**config.mk**
```make
export PLATFORM = sky130hd
export DESIGN_NAME = xmodem_receiver_flat
export DESIGN_NICKNAME = d
export VERILOG_FILES = /design/src/design/xmr_pkg.sv /design/src/design/xmr_req_if.sv /design/src/design/xmr_rsp_if.sv /design/src/design/xmodem_receiver.sv /design/src/design/xmr_core.sv /design/src/design/xmr_serial.sv /design/src/flat_wrapper.sv
export SDC_FILE = /design/constraint.sdc
export NUM_CORES = 1
export LEC_CHECK = 0
export BUFFER_PORTS_ARGS = -buffer_cell sky130_fd_sc_hd__buf_4
export CAP_MARGIN = 20
export CELL_PAD_IN_SITES_DETAIL_PLACEMENT = 2
export CELL_PAD_IN_SITES_GLOBAL_PLACEMENT = 2
export CORE_MARGIN = 2
export CORE_UTILIZATION = 39
export CTS_BUF_LIST = sky130_fd_sc_hd__clkbuf_4
export CTS_CLUSTER_DIAMETER = 150
export DETAILED_ROUTE_END_ITERATION = 6
export HOLD_SLACK_MARGIN = 0.03
export PLACE_DENSITY_LB_ADDON = 0.08
export SYNTH_ARGS = -nofsm -noshare
export SYNTH_HDL_FRONTEND = slang
export SYNTH_SLANG_ARGS = --single-unit
```
**constraint.sdc**
```tcl
create_clock -name clock -period 7.9 [get_ports clock]
set_clock_uncertainty 0.15 [all_clocks]
set_input_delay 0 -clock clock [delete_from_list [all_inputs] [get_ports clock]]
set_output_delay 0 -clock clock [all_outputs]
set_load 0.005 [all_outputs]
```
**src/design/xmr_pkg.sv**
```systemverilog
// Shared types and constants for the XMODEM receiver.
// No dependencies; the receiver, core and result register import this package.
`timescale 1ns / 1ps
`default_nettype none

package xmr_pkg;

   // Link control characters
   localparam logic [7:0] CH_SOH = 8'h01;
   localparam logic [7:0] CH_STX = 8'h02;
   localparam logic [7:0] CH_EOT = 8'h04;
   localparam logic [7:0] CH_ACK = 8'h06;
   localparam logic [7:0] CH_NAK = 8'h15;
   localparam logic [7:0] CH_CAN = 8'h18;
   localparam logic [7:0] CH_REQ = 8'h43;

   // Request kinds
   localparam logic [1:0] KIND_BYTE  = 2'd0;
   localparam logic [1:0] KIND_TICK  = 2'd1;
   localparam logic [1:0] KIND_START = 2'd2;

   // Register indexes
   localparam logic [1:0] REG_USE_CRC16     = 2'd0;
   localparam logic [1:0] REG_RETRY_LIMIT   = 2'd1;
   localparam logic [1:0] REG_TIMEOUT_LIMIT = 2'd2;
   localparam logic [1:0] REG_BUF_CAPACITY  = 2'd3;

   // Termination status codes
   localparam logic [2:0] ST_OK        = 3'd0;
   localparam logic [2:0] ST_CANCELLED = 3'd1;
   localparam logic [2:0] ST_BAD_HDR   = 3'd2;
   localparam logic [2:0] ST_NO_SYNC   = 3'd3;
   localparam logic [2:0] ST_RETRIES   = 3'd4;
   localparam logic [2:0] ST_OVERFLOW  = 3'd5;

   localparam int SMALL_BLOCK = 128;
   localparam int LARGE_BLOCK = 1024;
   localparam int INDEX_W     = 11;
   localparam int CAP_W       = 24;
   localparam int TOTAL_W     = 24;

   localparam logic [15:0] CRC_POLY = 16'h1021;

   // One result without the framing fields
   typedef struct packed {
      logic       send_valid;
      logic [7:0] send_byte;
      logic       data_valid;
      logic [7:0] data_byte;
      logic       commit;
      logic       drop;
      logic       done_res;
      logic [2:0] status;
   } result_type;

   // All results of one request: count 3 means an abort (head, CAN, CAN with status)
   typedef struct packed {
      logic [1:0]         count;
      logic [2:0]         end_status;
      result_type         head;
      logic [TOTAL_W-1:0] total;
   } bundle_type;

endpackage

`default_nettype wire

```
**src/design/xmr_req_if.sv**
```systemverilog
// Request channel of the XMODEM receiver: valid/ready plus one event.
// No dependencies.
`timescale 1ns / 1ps
`default_nettype none

interface xmr_req_if;
   logic       valid;
   logic       ready;
   logic [1:0] kind;
   logic [7:0] rx_byte;

   modport source (output valid, output kind, output rx_byte, input ready);
   modport sink (input valid, input kind, input rx_byte, output ready);
endinterface

`default_nettype wire

```
**src/design/xmr_rsp_if.sv**
```systemverilog
// Response channel of the XMODEM receiver: valid/ready plus one result.
// No dependencies.
`timescale 1ns / 1ps
`default_nettype none

interface xmr_rsp_if;
   logic        valid;
   logic        ready;
   logic        send_valid;
   logic [7:0]  send_byte;
   logic        data_valid;
   logic [7:0]  data_byte;
   logic        commit;
   logic        drop;
   logic        done_res;
   logic [2:0]  status;
   logic [23:0] received_total;
   logic        last;

   modport source (output valid, output send_valid, output send_byte, output data_valid,
                   output data_byte, output commit, output drop, output done_res,
                   output status, output received_total, output last, input ready);
   modport sink (input valid, input send_valid, input send_byte, input data_valid,
                 input data_byte, input commit, input drop, input done_res,
                 input status, input received_total, input last, output ready);
endinterface

`default_nettype wire

```
**src/design/xmodem_receiver.sv**
```systemverilog
// Top level of the XMODEM receiver: input register, protocol core, result register.
// Depends on xmr_pkg, xmr_req_if, xmr_rsp_if, xmr_core and xmr_serial.
//
//   port     | direction | carries
//   ---------+-----------+-------------------------------------------------
//   req_ch   | in        | kind, rx_byte (link byte, timeout tick, start)
//   rsp_ch   | out       | control byte, payload byte, commit/drop, status
//   csr_*    | in        | write-only registers: use_crc16 .. buffer_capacity
//
// A request is taken into the input register; once the result register is free, the core
// updates its state and loads all results of the request into the result register, from
// which the first result is offered. Results leave one per cycle while rsp_ch.ready is
// high; a request yields no result or one, or three when it aborts with CANs.
// Reset is synchronous and returns the registers to their defaults and the
// protocol to idle. A stalled response holds the result register; the input
// register takes one more request and then holds req_ch.ready low.
`timescale 1ns / 1ps
`default_nettype none

module xmodem_receiver
   import xmr_pkg::*;
#(
   parameter int COUNT_WIDTH = 24
) (
   input  wire logic             clock,
   input  wire logic             reset,
   xmr_req_if.sink               req_ch,
   xmr_rsp_if.source             rsp_ch,
   input  wire logic             csr_we,
   input  wire logic [1:0]       csr_index,
   input  wire logic [CAP_W-1:0] csr_wdata
);

   logic       in_valid_ff;
   logic [1:0] in_kind_ff;
   logic [7:0] in_byte_ff;
   logic       load;
   logic       free;
   bundle_type bundle;

   assign load         = in_valid_ff && free;
   assign req_ch.ready = !in_valid_ff || load;

   always_ff @(posedge clock) begin
      if (reset) begin
         in_valid_ff <= 1'b0;
      end else if (req_ch.ready) begin
         in_valid_ff <= req_ch.valid;
      end
   end

   always_ff @(posedge clock) begin
      if (req_ch.ready) begin
         in_kind_ff <= req_ch.kind;
         in_byte_ff <= req_ch.rx_byte;
      end
   end

   xmr_core #(
      .COUNT_WIDTH (COUNT_WIDTH)
   ) u_core (
      .clock     (clock),
      .reset     (reset),
      .csr_we    (csr_we),
      .csr_index (csr_index),
      .csr_wdata (csr_wdata),
      .step      (load),
      .kind      (in_kind_ff),
      .rx_byte   (in_byte_ff),
      .bundle    (bundle)
   );

   xmr_serial u_serial (
      .clock     (clock),
      .reset     (reset),
      .load      (load),
      .bundle_in (bundle),
      .free      (free),
      .rsp       (rsp_ch)
   );

endmodule

`default_nettype wire

```
**src/design/xmr_core.sv**
```systemverilog
// Protocol state, configuration registers and per-request decision logic.
// Depends on xmr_pkg.
`timescale 1ns / 1ps
`default_nettype none

module xmr_core
   import xmr_pkg::*;
#(
   parameter int COUNT_WIDTH = 24
) (
   input  wire logic                 clock,
   input  wire logic                 reset,
   input  wire logic                 csr_we,
   input  wire logic [1:0]           csr_index,
   input  wire logic [CAP_W-1:0]     csr_wdata,
   input  wire logic                 step,
   input  wire logic [1:0]           kind,
   input  wire logic [7:0]           rx_byte,
   output bundle_type                bundle
);

   localparam logic [1:0] PH_IDLE = 2'd0;
   localparam logic [1:0] PH_WAIT = 2'd1;
   localparam logic [1:0] PH_BODY = 2'd2;
   localparam logic [1:0] PH_DONE = 2'd3;

   localparam int CMP_W = ((COUNT_WIDTH > CAP_W) ? COUNT_WIDTH : CAP_W) + 1;
   localparam int EXT_W = (COUNT_WIDTH > TOTAL_W) ? COUNT_WIDTH : TOTAL_W;

   logic                   use_crc_ff;
   logic [7:0]             retry_limit_ff;
   logic [15:0]            timeout_limit_ff;
   logic [CAP_W-1:0]       capacity_ff;

   logic [1:0]             phase_ff, phase_in;
   logic [7:0]             exp_id_ff, exp_id_in;
   logic [7:0]             req_byte_ff, req_byte_in;
   logic [15:0]            tcount_ff, tcount_in;
   logic [7:0]             retries_ff, retries_in;
   logic [INDEX_W-1:0]     idx_ff, idx_in;
   logic [15:0]            check_ff, check_in;
   logic [7:0]             first_chk_ff, first_chk_in;
   logic                   large_ff, large_in;
   logic                   bad_ff, bad_in;
   logic [COUNT_WIDTH-1:0] total_ff, total_in;

   logic [INDEX_W-1:0]     size;
   logic [CMP_W-1:0]       need;
   logic                   overflow;
   logic                   sum_good;
   logic [EXT_W-1:0]       total_ext;

   logic       do_open, open_cm, open_dr;
   logic       do_abort, ab_cm, ab_dr;
   logic [2:0] ab_st;
   logic       do_bad;
   result_type head;
   logic [1:0] count;
   logic [2:0] end_status;

   function automatic logic [15:0] crc_step(input logic [15:0] crc, input logic [7:0] b);
      logic [15:0] c;
      c = crc ^ {b, 8'h00};
      for (int i = 0; i < 8; i++) begin
         c = c[15] ? ((c << 1) ^ CRC_POLY) : (c << 1);
      end
      return c;
   endfunction

   assign size     = large_ff ? INDEX_W'(LARGE_BLOCK) : INDEX_W'(SMALL_BLOCK);
   assign need     = CMP_W'(total_ff) + CMP_W'(size);
   assign overflow = CMP_W'(capacity_ff) < need;
   assign sum_good = use_crc_ff ? ({first_chk_ff, rx_byte} == check_ff)
                                : (rx_byte == check_ff[7:0]);

   always_comb begin
      phase_in     = phase_ff;
      exp_id_in    = exp_id_ff;
      req_byte_in  = req_byte_ff;
      tcount_in    = tcount_ff;
      retries_in   = retries_ff;
      idx_in       = idx_ff;
      check_in     = check_ff;
      first_chk_in = first_chk_ff;
      large_in     = large_ff;
      bad_in       = bad_ff;
      total_in     = total_ff;
      do_open      = 1'b0;
      open_cm      = 1'b0;
      open_dr      = 1'b0;
      do_abort     = 1'b0;
      ab_cm        = 1'b0;
      ab_dr        = 1'b0;
      ab_st        = ST_OK;
      do_bad       = 1'b0;
      head         = '0;
      count        = 2'd0;
      end_status   = ST_OK;

      if (step) begin
         case (kind)
            KIND_START: begin
               req_byte_in  = use_crc_ff ? CH_REQ : CH_NAK;
               exp_id_in    = 8'd1;
               retries_in   = retry_limit_ff;
               total_in     = '0;
               idx_in       = '0;
               check_in     = '0;
               first_chk_in = '0;
               large_in     = 1'b0;
               bad_in       = 1'b0;
               do_open      = 1'b1;
               open_dr      = (phase_ff == PH_BODY);
            end
            KIND_TICK: begin
               if (phase_ff == PH_WAIT) begin
                  if (tcount_ff < timeout_limit_ff) begin
                     head.send_valid = 1'b1;
                     head.send_byte  = req_byte_ff;
                     count           = 2'd1;
                     tcount_in       = tcount_ff + 16'd1;
                  end else begin
                     do_abort = 1'b1;
                     ab_st    = ST_NO_SYNC;
                  end
               end else if (phase_ff == PH_BODY) begin
                  do_bad = 1'b1;
               end
            end
            KIND_BYTE: begin
               if (phase_ff == PH_WAIT) begin
                  if (rx_byte == CH_SOH || rx_byte == CH_STX) begin
                     large_in     = (rx_byte == CH_STX);
                     idx_in       = '0;
                     check_in     = '0;
                     first_chk_in = '0;
                     bad_in       = 1'b0;
                     phase_in     = PH_BODY;
                  end else if (rx_byte == CH_EOT || rx_byte == CH_CAN) begin
                     head.send_valid = 1'b1;
                     head.send_byte  = CH_ACK;
                     head.done_res   = 1'b1;
                     head.status     = (rx_byte == CH_CAN) ? ST_CANCELLED : ST_OK;
                     count           = 2'd1;
                     phase_in        = PH_DONE;
                  end else begin
                     do_abort = 1'b1;
                     ab_st    = ST_BAD_HDR;
                  end
               end else if (phase_ff == PH_BODY) begin
                  idx_in = idx_ff + INDEX_W'(1);
                  if (idx_ff == INDEX_W'(0)) begin
                     if (rx_byte != exp_id_ff) begin
                        bad_in = 1'b1;
                     end
                  end else if (idx_ff == INDEX_W'(1)) begin
                     if (rx_byte != ~exp_id_ff) begin
                        bad_in = 1'b1;
                     end
                  end else if (idx_ff < size + INDEX_W'(2)) begin
                     check_in = use_crc_ff ? crc_step(check_ff, rx_byte)
                                           : {8'h00, check_ff[7:0] + rx_byte};
                     head.data_valid = 1'b1;
                     head.data_byte  = rx_byte;
                     count           = 2'd1;
                  end else if (use_crc_ff && idx_ff == size + INDEX_W'(2)) begin
                     first_chk_in = rx_byte;
                  end else if (bad_ff || !sum_good) begin
                     do_bad = 1'b1;
                  end else if (overflow) begin
                     do_abort = 1'b1;
                     ab_st    = ST_OVERFLOW;
                     ab_dr    = 1'b1;
                  end else begin
                     total_in    = total_ff + COUNT_WIDTH'(size);
                     exp_id_in   = exp_id_ff + 8'd1;
                     req_byte_in = CH_ACK;
                     do_open     = 1'b1;
                     open_cm     = 1'b1;
                  end
               end
            end
            default: begin
            end
         endcase
      end

      // bad block: drop, then either spend a retry or give up
      if (do_bad) begin
         if (retries_ff == 8'd0) begin
            do_abort = 1'b1;
            ab_st    = ST_RETRIES;
            ab_dr    = 1'b1;
         end else begin
            retries_in  = retries_ff - 8'd1;
            req_byte_in = CH_NAK;
            do_open     = 1'b1;
            open_dr     = 1'b1;
         end
      end

      if (do_open) begin
         tcount_in = '0;
         if (timeout_limit_ff == 16'd0) begin
            do_abort = 1'b1;
            ab_st    = ST_NO_SYNC;
            ab_cm    = open_cm;
            ab_dr    = open_dr;
         end else begin
            head.send_valid = 1'b1;
            head.send_byte  = req_byte_in;
            head.commit     = open_cm;
            head.drop       = open_dr;
            count           = 2'd1;
            tcount_in       = 16'd1;
            phase_in        = PH_WAIT;
         end
      end

      if (do_abort) begin
         head            = '0;
         head.send_valid = 1'b1;
         head.send_byte  = CH_CAN;
         head.commit     = ab_cm;
         head.drop       = ab_dr;
         count           = 2'd3;
         end_status      = ab_st;
         phase_in        = PH_DONE;
      end
   end

   assign total_ext         = EXT_W'(total_in);
   assign bundle.count      = count;
   assign bundle.end_status = end_status;
   assign bundle.head       = head;
   assign bundle.total      = total_ext[TOTAL_W-1:0];

   always_ff @(posedge clock) begin
      if (reset) begin
         use_crc_ff       <= 1'b1;
         retry_limit_ff   <= 8'd10;
         timeout_limit_ff <= 16'd16;
         capacity_ff      <= '1;
      end else if (csr_we) begin
         case (csr_index)
            REG_USE_CRC16:     use_crc_ff       <= csr_wdata[0];
            REG_RETRY_LIMIT:   retry_limit_ff   <= csr_wdata[7:0];
            REG_TIMEOUT_LIMIT: timeout_limit_ff <= csr_wdata[15:0];
            REG_BUF_CAPACITY:  capacity_ff      <= csr_wdata;
            default: begin
            end
         endcase
      end
   end

   always_ff @(posedge clock) begin
      if (reset) begin
         phase_ff     <= PH_IDLE;
         exp_id_ff    <= 8'd1;
         req_byte_ff  <= 8'd0;
         tcount_ff    <= '0;
         retries_ff   <= '0;
         idx_ff       <= '0;
         check_ff     <= '0;
         first_chk_ff <= '0;
         large_ff     <= 1'b0;
         bad_ff       <= 1'b0;
         total_ff     <= '0;
      end else begin
         phase_ff     <= phase_in;
         exp_id_ff    <= exp_id_in;
         req_byte_ff  <= req_byte_in;
         tcount_ff    <= tcount_in;
         retries_ff   <= retries_in;
         idx_ff       <= idx_in;
         check_ff     <= check_in;
         first_chk_ff <= first_chk_in;
         large_ff     <= large_in;
         bad_ff       <= bad_in;
         total_ff     <= total_in;
      end
   end

endmodule

`default_nettype wire

```
**src/design/xmr_serial.sv**
```systemverilog
// Result register: holds the results of one request and hands them out in order.
// Depends on xmr_pkg.
`timescale 1ns / 1ps
`default_nettype none

module xmr_serial
   import xmr_pkg::*;
(
   input  wire logic        clock,
   input  wire logic        reset,
   input  wire logic        load,
   input  wire bundle_type  bundle_in,
   output logic             free,
   xmr_rsp_if.source        rsp
);

   bundle_type bundle_ff;
   logic [1:0] count_ff;
   logic [1:0] pos_ff;
   logic       is_last;
   logic       pop;
   result_type cur;

   assign is_last = (pos_ff == count_ff - 2'd1);
   assign pop     = rsp.valid && rsp.ready;
   // free when empty or when the final result leaves this cycle
   assign free    = (count_ff == 2'd0) || (pop && is_last);

   always_comb begin
      cur = bundle_ff.head;
      if (pos_ff != 2'd0) begin
         cur            = '0;
         cur.send_valid = 1'b1;
         cur.send_byte  = CH_CAN;
         if (pos_ff == 2'd2) begin
            cur.done_res = 1'b1;
            cur.status   = bundle_ff.end_status;
         end
      end
   end

   assign rsp.valid          = (count_ff != 2'd0);
   assign rsp.send_valid     = cur.send_valid;
   assign rsp.send_byte      = cur.send_byte;
   assign rsp.data_valid     = cur.data_valid;
   assign rsp.data_byte      = cur.data_byte;
   assign rsp.commit         = cur.commit;
   assign rsp.drop           = cur.drop;
   assign rsp.done_res       = cur.done_res;
   assign rsp.status         = cur.status;
   assign rsp.received_total = bundle_ff.total;
   assign rsp.last           = is_last;

   always_ff @(posedge clock) begin
      if (load) begin
         bundle_ff <= bundle_in;
      end
   end

   always_ff @(posedge clock) begin
      if (reset) begin
         count_ff <= 2'd0;
         pos_ff   <= 2'd0;
      end else if (load) begin
         count_ff <= bundle_in.count;
         pos_ff   <= 2'd0;
      end else if (pop) begin
         if (is_last) begin
            count_ff <= 2'd0;
            pos_ff   <= 2'd0;
         end else begin
            pos_ff <= pos_ff + 2'd1;
         end
      end
   end

endmodule

`default_nettype wire

```
**src/flat_wrapper.sv**
```systemverilog
// flat-port wrapper written by rule: the top's interface ports become plain ports
module xmodem_receiver_flat import xmr_pkg::*;
#(
   parameter int COUNT_WIDTH = 24
)
  (clock, reset, csr_we, csr_index, csr_wdata, req_ch_valid, req_ch_kind, req_ch_rx_byte, req_ch_ready, rsp_ch_valid, rsp_ch_send_valid, rsp_ch_send_byte, rsp_ch_data_valid, rsp_ch_data_byte, rsp_ch_commit, rsp_ch_drop, rsp_ch_done_res, rsp_ch_status, rsp_ch_received_total, rsp_ch_last, rsp_ch_ready);
  xmr_req_if req_ch_i ();
  xmr_rsp_if rsp_ch_i ();
  input  wire logic clock;
  input  wire logic reset;
  input  wire logic csr_we;
  input  wire logic [1:0] csr_index;
  input  wire logic [CAP_W-1:0] csr_wdata;
  input wire logic [$bits(req_ch_i.valid)-1:0] req_ch_valid;
  input wire logic [$bits(req_ch_i.kind)-1:0] req_ch_kind;
  input wire logic [$bits(req_ch_i.rx_byte)-1:0] req_ch_rx_byte;
  output wire logic [$bits(req_ch_i.ready)-1:0] req_ch_ready;
  output wire logic [$bits(rsp_ch_i.valid)-1:0] rsp_ch_valid;
  output wire logic [$bits(rsp_ch_i.send_valid)-1:0] rsp_ch_send_valid;
  output wire logic [$bits(rsp_ch_i.send_byte)-1:0] rsp_ch_send_byte;
  output wire logic [$bits(rsp_ch_i.data_valid)-1:0] rsp_ch_data_valid;
  output wire logic [$bits(rsp_ch_i.data_byte)-1:0] rsp_ch_data_byte;
  output wire logic [$bits(rsp_ch_i.commit)-1:0] rsp_ch_commit;
  output wire logic [$bits(rsp_ch_i.drop)-1:0] rsp_ch_drop;
  output wire logic [$bits(rsp_ch_i.done_res)-1:0] rsp_ch_done_res;
  output wire logic [$bits(rsp_ch_i.status)-1:0] rsp_ch_status;
  output wire logic [$bits(rsp_ch_i.received_total)-1:0] rsp_ch_received_total;
  output wire logic [$bits(rsp_ch_i.last)-1:0] rsp_ch_last;
  input wire logic [$bits(rsp_ch_i.ready)-1:0] rsp_ch_ready;
  assign req_ch_i.valid = req_ch_valid;
  assign req_ch_i.kind = req_ch_kind;
  assign req_ch_i.rx_byte = req_ch_rx_byte;
  assign req_ch_ready = req_ch_i.ready;
  assign rsp_ch_valid = rsp_ch_i.valid;
  assign rsp_ch_send_valid = rsp_ch_i.send_valid;
  assign rsp_ch_send_byte = rsp_ch_i.send_byte;
  assign rsp_ch_data_valid = rsp_ch_i.data_valid;
  assign rsp_ch_data_byte = rsp_ch_i.data_byte;
  assign rsp_ch_commit = rsp_ch_i.commit;
  assign rsp_ch_drop = rsp_ch_i.drop;
  assign rsp_ch_done_res = rsp_ch_i.done_res;
  assign rsp_ch_status = rsp_ch_i.status;
  assign rsp_ch_received_total = rsp_ch_i.received_total;
  assign rsp_ch_last = rsp_ch_i.last;
  assign rsp_ch_i.ready = rsp_ch_ready;
  xmodem_receiver #(.COUNT_WIDTH(COUNT_WIDTH)) u_core (.clock(clock), .reset(reset), .req_ch(req_ch_i), .rsp_ch(rsp_ch_i), .csr_we(csr_we), .csr_index(csr_index), .csr_wdata(csr_wdata));
endmodule
```
# Word-level counts from Yosys, hierarchy flattened
# Index checks and enable logic that the tools add are counted.
[word_totals] regBits=218 in_bits=41 elab_cells=337
[classes] n_addsub=10 n_lt_le_gt_ge=3 n_eq_ne=39 muxes=197 bitwise_logic=15 reduce_logical=43
[ops] cell="$mux W24" n=10
[ops] cell="$mux W8" n=30
[ops] cell="$mux W16" n=12
[ops] cell="$mux W13" n=8
[ops] cell="$mux W9" n=8
[ops] cell="$mux W1" n=70
[ops] cell="$pmux W24 S2" n=1
[ops] cell="$pmux W8 S2" n=3
[ops] cell="$mux W11" n=4
[ops] cell="$mux W2" n=22
[ops] cell="$mux W3" n=12
[ops] cell="$pmux W16 S2" n=1
[ops] cell="$add A24 B11 Y25" n=1
[ops] cell="$lt A24 B25 Y1" n=1
[ops] cell="$add A24 B11 Y24" n=1
[ops] cell="$not A3 Y3" n=8
[ops] cell="$pmux W11 S2" n=1
[ops] cell="$ne A3 B3 Y1 const B" n=7
[ops] cell="$mux W4" n=5
[ops] cell="$ne A2 B2 Y1 const B" n=10
[ops] cell="$pmux W9 S2" n=1
[ops] cell="$reduce_bool A2 Y1" n=9
[ops] cell="$add A16 B1 Y16 const B" n=1
[ops] cell="$eq A16 B16 Y1" n=1
[ops] cell="46 further kinds" n=80

# Longest topological paths before layout
# Gate-level depths: netlist of run 1.
[logic_depth] ltp_word=24 ltp_mapped=19 ltp_nobuf=18

# Modules after synthesis
# Synthesis of run 1 repeated with hierarchy kept, for this count alone.
[hier_totals] cells_unflattened=1272 area_unflattened_um2=11417.2
[by_module_without_submodules] mod="xmr_core" instances=1 cells_each=1124 area_each_um2=8928.6 seq_area_each_um2=3042.9
[by_module_without_submodules] mod="xmr_serial" instances=1 cells_each=133 area_each_um2=2134.5 seq_area_each_um2=1611.5
[by_module_without_submodules] mod="xmodem_receiver" instances=1 cells_each=15 area_each_um2=354.1 seq_area_each_um2=320.3

# Worst setup path before layout of run 1
# OpenSTA, ideal clock, no wires.
[synth_timing] path_kind="register to register" startpoint="register u_core.u_serial.count_ff[0]" endpoint="register u_core.u_core.tcount_ff[6]" setup_ns=0.125 arrival_ns=4.156 setup_slack_ns=3.470 stages_incl_launch_ff=13 period_less_slack_ns=4.430 cell_sequence="dfxtp_1 inv_1 ha_1 xnor2_1 nor2_1 a21oi_1 nand2b_1 inv_1 clkbuf_1 nand3_1 nor3_1 xnor2_1 nor2_1"
[synth_via] elab_chain_cells=10
[synth_rtl] element="from (decl)" line="xmr_serial.sv:18" source="logic [1:0] count_ff;"
[synth_rtl] element="from (signal assigned)" line="xmr_serial.sv:65" source="count_ff <= bundle_in.count;"
[synth_rtl] element="$sub A2 B1 Y2 (*)" line="xmr_serial.sv:24" source="assign is_last = (pos_ff == count_ff - 2'd1);"
[synth_rtl] element="$eq A2 B2 Y1 (*)" line="xmr_serial.sv:24"
[synth_rtl] element="named net rsp_ch_last" line="flat_wrapper.sv:28" source="output wire logic [$bits(rsp_ch_i.last)-1:0] rsp_ch_last;"
[synth_rtl] element="$logic_and A1 B1 Y1 (*)" line="xmr_serial.sv:27" source="assign free = (count_ff == 2'd0) || (pop && is_last);"
[synth_rtl] element="$logic_or A1 B1 Y1 (*)" line="xmr_serial.sv:27"
[synth_rtl] element="$logic_and A1 B1 Y1 (*)" line="xmodem_receiver.sv:41" source="assign load = in_valid_ff && free;"
[synth_rtl] element="named net u_core.load" line="xmodem_receiver.sv:37" source="logic load;"
[synth_rtl] element="$mux W1" line="xmr_core.sv:100" source="if (step) begin"
[synth_rtl] element="$mux W1" line="xmr_core.sv:190" source="if (retries_ff == 8'd0) begin"
[synth_rtl] element="$mux W1" line="xmr_core.sv:189" source="if (do_bad) begin"
[synth_rtl] element="$reduce_bool A2 Y1 (no line)"
[synth_rtl] element="$reduce_and A4 Y1 (no line)"
[synth_rtl] element="to (signal assigned)" line="xmr_core.sv:273" source="tcount_ff <= tcount_in;"
[synth_rtl] element="to (decl)" line="xmr_core.sv:38" source="logic [15:0] tcount_ff, tcount_in;"
# The timed path passes the listed nets; every way through them passes the cells marked *.
# A chain may end at the register's enable or synchronous reset.

==> results of run 1 <==
-- logic make-up (layout without fill, tap and decap cells) --
family	count (synthesis)	count (layout)	share of synthesized area
other cells	0	2	0
buf+inv	136	387	0.0542
mux	18	18	0.0158
compound gates	208	208	0.119
flops	216	216	0.432
xor+xnor	100	100	0.0769
simple gates	551	551	0.231
fa+ha+maj	64	64	0.0710
-- worst max-delay path by stage --
stage                                                       end  slack (ns)  cells past startpoint
2_1_floorplan           u_core.u_core.tcount_ff[6]$_SDFFE_PP0P_        3.47                     12
3_3_place_gp        u_core.u_serial.bundle_ff[43]$_SDFFCE_PP1P_        3.22                     16
3_5_place_dp            u_core.u_core.exp_id_ff[3]$_SDFFE_PP0P_        2.91                     16
4_1_cts                 u_core.u_core.exp_id_ff[3]$_SDFFE_PP0P_        2.88                     16
5_1_grt             u_core.u_serial.bundle_ff[43]$_SDFFCE_PP1P_        2.17                     18
6_report       u_core.u_serial.rsp.received_total[10]$_DFFE_PP_        2.52                     16
-- report_power, final --
part           total, µW  internal (µW)  switching (µW)  leakage (µW)
Sequential          1190           1160            31.4       0.00186
Clock               1190            606             588      0.000496
Combinational        256            110             146       0.00325
Total               2640           1880             765       0.00560
-- synth_stat cells (10+ instances only) --
| cell type | number |
|---|---|
| nand3_1 | 57 |
| nand2_1 | 164 |
| inv_1 | 51 |
| and3_1 | 12 |
| and2_1 | 33 |
| nand2b_1 | 10 |
| a21oi_1 | 83 |
| edfxtp_1 | 59 |
| xnor2_1 | 63 |
| xor2_1 | 37 |
| nor3_1 | 43 |
| nor4_1 | 14 |
| mux2i_1 | 18 |
| dfxtp_1 | 157 |
| ha_1 | 63 |
| or3_1 | 11 |
| a22oi_1 | 12 |
| clkbuf_1 | 48 |
| buf_4 | 24 |
| o21ai_0 | 30 |
| o211ai_1 | 10 |
| nor2_1 | 151 |
-- worst max-delay path: cells and delay by family, from the launching register on --
| family | cells | cell delay, ns |
|---|---|---|
| AO/OA/AOI/OAI | 6 | 2.00 |
| XOR/XNOR | 1 | 0.19 |
| adder cells (fa/ha/maj) | 3 | 0.67 |
| buffers and inverters | 2 | 0.23 |
| flip-flops | 1 | 0.35 |
| AND/OR/NAND/NOR | 4 | 1.52 |
-- sequential cells by signal, indices dropped and copies added (netlist names), 11 cells and up --
signal                              count
u_core.u_core.capacity_ff              24
u_core.u_core.check_ff                 16
u_core.u_core.idx_ff                   11
u_core.u_core.tcount_ff                16
u_core.u_core.timeout_limit_ff         16
u_core.u_core.total_ff                 24
u_core.u_serial.bundle_ff              25
u_core.u_serial.rsp.received_total     24
-- through the flow --
stage / total power (µW) / utilization / area [µm²]
CTS: 2570 / 0.496 / 14200
global placement: 1400 / 0.425 / 12200
finish: 2640 / 0.496 / 14200
global route: 2740 / 0.496 / 14200
detailed placement: 1400 / 0.425 / 12200
floorplan: 1320 / - / 11400
-- layout make-up --
cell class / count / area, µm²
multi-input cells: 941 / 5860
inverters: 52 / 195
diodes: 2 / 5.00
repair buffers: 221 / 1960
clock inverters: 20 / 130
fillers: 3119 / 14500
flip-flops and latches: 216 / 4910
well taps: 384 / 480
clock buffers: 94 / 706
-- placed cells by master, fill, tap and decap left out, types with 59 or more instances in the layout --
master	Yosys	layout
xnor2_1	63	63
buf_4	24	101
a21oi_1	83	82
clkbuf_4	0	94
dlygate4sd3_1	0	120
nand2_1	164	164
dfxtp_1	157	157
ha_1	63	63
edfxtp_1	59	59
nor2_1	151	150
-- layer usage --
metal	share of wire	global-route usage
met4	0.060	0.187
met2	0.50	0.571
met1	0.39	0.369
met5	0	0
met3	0.045	0.0520
-- repair_timing --
item | CTS | global route
endpoints found under the setup margin | 0 | 0
hold buffers | 120 | 0
endpoints found under the hold margin | 126 | 0
==> flow_summary.yaml, run 1 <==
die:
  die_y_um: 175
  core_area_um2: 28700
  dieArea_um2: 30600
  fp-row-count: 62
  ios: 92
  die_w_um: 175
  initial_utilization: 0.397
final_layout:
  finalNonFillerCells: 1930
  final_nets: 1598
  area_growth_pct: 25.2
  drive_gt1_frac: 0.143
sta:
  worst_slew_pin_slew_ns: 1.11
  finalWorstSetupSlack_ns: 2.52
  max_slew_margin: 0.259
  finalSetupTns_ns: 0
  finalCriticalPeriod_ns: 5.38
  max_freq_mhz: 186
  finalMaxSlewViolations: 0
  period_share: 0.681
  hold_viol: 0
  setup_violations: 0
  hold_slack_ns: 0.0964
  rsz0062_at_grt: "false"
worst_hold_path:
  hp-start: "reset"
  hold_end: "u_core.u_core.check_ff[11]$_SDFFE_PP0P_"
  hp-class: "in -> reg"
  hold_depth: 3
placement:
  pre_cts_slack_ns: 2.91
  place_hpwl_um: 25700
  io_buffer_count: 91
  place_congestion: 0.804
  dp_cells: 1694
critical_path:
  path_max_fanout: 8
  worstRegToRegCells: 16
  critPathKind: "reg -> reg"
  r2r_setup_slack_ns: 2.52
  critPathSlowestCell: "o211ai_1"
  reg2reg_from: "u_core.u_core.large_ff$_SDFFE_PP0P_"
  startpoint: "u_core.u_core.large_ff$_SDFFE_PP0P_"
  max_stage_delay_ns: 0.81
  cp-start-kind: "register"
  cp_data_arrival_time_ns: 5.69
  r2r-end: "u_core.u_serial.rsp.received_total[10]$_DFFE_PP_"
  critPathRequiredTime_ns: 8.21
  cp-end-kind: "register"
  cp_common_cell: "ha_1"
  path_cells: "inv_1 > ha_1 > ha_1 > a31oi_1 > nor2_1 > nand3_1 > or4_1 > xor2_1 > ha_1 > a21o_1 > a21oi_1 > o211ai_1 > o211ai_1 > nor2_1 > a32oi_1 > inv_1"
synth:
  syn_area_um2: 11400
  ys_types: 79
  ys_dominant_reg_cell: "dfxtp_1"
  avgSynthCellArea_um2: 8.80
  seq_area_frac_synth: 0.432
  synth_top_area_share: 0.276
  synth_warnings: 0
  synthArstFlopShare: 0
  syn-num-nets: 1398
  syn_inst: 1293
  synthTopCellsByArea: "dfxtp_1 28%, edfxtp_1 16%, ha_1 6.9%, nand2_1 5.4%, nor2_1 5.0%"
  synth-edff-count: 59
  synth-seq-cells: 216
  yosysTopAreaCell: "dfxtp_1"
clock_tree:
  path_clk_slew_ns: 0.09
  cts-root-buf: "clkbuf_4"
  tritoncts: "yes"
  post-cts-setup-buffers: 0
  clockBufferDepth: 3
  ctsResizeCount: 0
  cts_buffers: 61
  numClockSinks: 216
  cts.htree.levels: 2
  clk_latency_ns: 0.74
detailed_routing:
  vias: 10900
  via_per_inst: 5.62
  dr.pass1.iters: 5
  first_iter_violations: 593
  antenna_left: 0
  wl_per_cell_um: 25.6
  routed_wl_um: 49400
  drc_errors: 0
global_route:
  grt_overflow: 0
  grt_max_degree: 59
  first_global_vias: 12300
  grt_pass1_wl_um: 75500
  track_usage: 0.323
  antenna_found_initial: 2
run:
  maxCapViolCount: 0
power:
  leakagePower_uw: 0.00560
  ir_drop_v: 0.000118
  power_density_nw_per_um2: 185
run_status:
  status: "finished clean"
Power figures use the tool's default switching activity.
==> inputs of run 2 (changes only) <==
--- a/config.mk
+++ b/config.mk
@@ -10,7 +10,7 @@
 export CELL_PAD_IN_SITES_DETAIL_PLACEMENT = 2
 export CELL_PAD_IN_SITES_GLOBAL_PLACEMENT = 2
 export CORE_MARGIN = 2
-export CORE_UTILIZATION = 39
+export CORE_UTILIZATION = 35
 export CTS_BUF_LIST = sky130_fd_sc_hd__clkbuf_4
 export CTS_CLUSTER_DIAMETER = 150
 export DETAILED_ROUTE_END_ITERATION = 6
==> constraint.sdc (replaced) <==
create_clock -name clock -period 4.7 [get_ports clock]
set_clock_uncertainty 0.15 [all_clocks]
set_input_delay 0 -clock clock [delete_from_list [all_inputs] [get_ports clock]]
set_output_delay 0 -clock clock [all_outputs]
set_load 0.005 [all_outputs]
==> flow_summary.yaml, run 2 (synthesis results as in run 1) <==
run_status:
  status: "finished clean"
power:
  p_int_uw: 3140
  power_density_nw_per_um2: 302
  seq_power_share: 0.459
  combPwrFrac: 0.097
  ir_drop_v: 0.000238
  power_uw: 4330
  clkPwrFrac: 0.444
  leakagePower_uw: 0.00571
  p_switching_uw: 1190
  netSwitchingFraction: 0.274
critical_path:
  reg2reg_from: "u_core.u_core.large_ff$_SDFFE_PP0P_"
  max_stage_delay_ns: 0.58
  crit_family: "simple AND/OR/NAND/NOR gates"
  r2r-end: "u_core.u_serial.bundle_ff[47]$_SDFFCE_PP1P_"
  critPathSlowestCell: "or4_4"
  cp_data_arrival_time_ns: 4.75
  critPathKind: "reg -> reg"
  worstRegToRegCells: 18
  r2r_setup_slack_ns: 0.23
  path_cells: "inv_1 > ha_1 > ha_2 > a31oi_1 > nor2_1 > nand3_2 > or4_4 > xor2_1 > ha_1 > nand3_1 > nor2_1 > nand2_1 > o211ai_1 > o211ai_1 > buf_4 > nand3_1 > a21oi_1 > nand2_1"
  path_buf_inv: 2
  path_max_fanout: 4
  critPathRequiredTime_ns: 4.98
  cp-end-kind: "register"
  cp-start-kind: "register"
die:
  initial_utilization: 0.353
  core_area_um2: 32300
  fp-row-count: 66
  ios: 92
  die_w_um: 184
  die_y_um: 184
  dieArea_um2: 34000
sta:
  finalWorstSetupSlack_ns: 0.230
  hold_slack_ns: 0.157
  finalMaxSlewViolations: 0
  finalSetupTns_ns: 0
  setup_violations: 0
  max_freq_mhz: 224
  period_share: 0.951
  worst_slew_pin_slew_ns: 0.996
  max_slew_margin: 0.334
  finalCriticalPeriod_ns: 4.47
  hold_viol: 0
detailed_routing:
  drc_errors: 0
  first_iter_violations: 519
  via_per_inst: 5.26
  vias: 10500
  antenna_left: 0
  routed_wl_um: 41800
  wl_per_cell_um: 21.0
  dr.pass1.iters: 5
run:
  maxCapViolCount: 0
clock_tree:
  cts.htree.levels: 3
  clk_latency_ns: 0.76
  clockBufferDepth: 3
  cts_buffers: 66
  path_clk_slew_ns: 0.06
  numClockSinks: 216
  cts-root-buf: "clkbuf_4"
  tritoncts: "yes"
placement:
  place_hpwl_um: 26800
  place_congestion: 0.807
  io_buffer_count: 91
  pre_cts_slack_ns: -0.0319
final_layout:
  regMostFlops: "u_core.u_serial.bundle_ff"
  multi_input_comb_area_um2: 5910
  final_nets: 1609
  final_common_cell: "nand2_1"
  fillers: 3593
  largest_reg_flops: 25
  regArea_um2: 4910
  final_cell_mix: "164 x nand2_1, 157 x dfxtp_1, 149 x nor2_1"
  area_growth_pct: 26.0
  drive_gt1_frac: 0.172
worst_hold_path:
  hold_end: "u_core.u_core.req_byte_ff[4]$_SDFF_PP0_"
  hold_depth: 3
  hp-start: "reset"
  hp-class: "in -> reg"
global_route:
  track_usage: 0.250
  first_global_vias: 11400
  antenna_found_initial: 2
  grt_max_degree: 44
  grt_pass1_wl_um: 65400
  grt_overflow: 0
[run 2: cell count changes in the layout (fill, tap and decap cells not counted), moves of 2 or more]
cell / change
dlygate4sd3_1: -25
clkinv_1: -7
nor4_2: +2
inv_2: +2
nor4_1: -2
clkinv_2: -2
clkbuf_4: +5
buf_4: +31
[run 2: power by group through the flow]
stage | registers [µW] | logic, µW | clock network [µW]
floorplan | 2010 | 213 | 0
finish | 1990 | 420 | 1920
global route | 1990 | 459 | 2090
detailed placement | 2030 | 347 | 0
CTS | 1990 | 406 | 1970
global placement | 2030 | 338 | 0
[run 2: final cells by class]
type / count / area share
multi-input combinational: 941 / 0.412
timing repair buffer: 227 / 0.135
clock buffer: 99 / 0.0518
tap: 442 / 0.0385
inverter: 52 / 0.0136
antenna: 2 / 0.000349
clock inverter: 13 / 0.00549
sequential: 216 / 0.343
[run 2: timing repair]
action | 4_1_cts | 5_1_grt
endpoints found under the hold margin | 153 | 0
resized for setup | 1 | 10
pin swaps | 0 | 8
cloned | 0 | 0
setup buffers | 0 | 8
endpoints found under the setup margin | 2 | 50
hold buffers | 95 | 0
[run 2: worst min-delay path, cell delays in order]
cell,delay [ns]
dlygate4sd3_1,0.54
buf_4,0.28
nor2_1,0.16
[run 2: how the worst max path moves through the flow]
stage	from	to	slack [ns]	cells after the start
3_3_place_gp	u_core.u_core.large_ff$_SDFFE_PP0P_	u_core.u_serial.bundle_ff[43]$_SDFFCE_PP1P_	0.17	16
5_1_grt	u_core.u_core.large_ff$_SDFFE_PP0P_	u_core.u_serial.bundle_ff[47]$_SDFFCE_PP1P_	-0.04	18
6_report	u_core.u_core.large_ff$_SDFFE_PP0P_	u_core.u_serial.bundle_ff[47]$_SDFFCE_PP1P_	0.23	18
4_1_cts	u_core.u_core.large_ff$_SDFFE_PP0P_	u_core.u_serial.bundle_ff[43]$_SDFFCE_PP1P_	0.009	16
2_1_floorplan	u_core.u_serial.count_ff[0]$_SDFFE_PP0P_	u_core.u_core.tcount_ff[6]$_SDFFE_PP0P_	0.27	12
3_5_place_dp	u_core.u_core.large_ff$_SDFFE_PP0P_	u_core.u_serial.bundle_ff[43]$_SDFFCE_PP1P_	-0.03	16
[run 2: layer usage]
layer / up-vias / share of wire / GRT usage
li1: 4941 / - / -
met5: - / 0 / 0
met4: 0 / 0.030 / 0.0982
met2: 246 / 0.48 / 0.416
met3: 85 / 0.037 / 0.0498
met1: 5196 / 0.45 / 0.319
[run 2: through the flow]
stage               area (µm²)  cells  utilization
floorplan                11400   1293            -
global placement         12500   1775        0.386
detailed placement       12500   1775        0.386
CTS                      14200   1982        0.441
global route             14300   1992        0.444
finish                   14300   1992        0.444
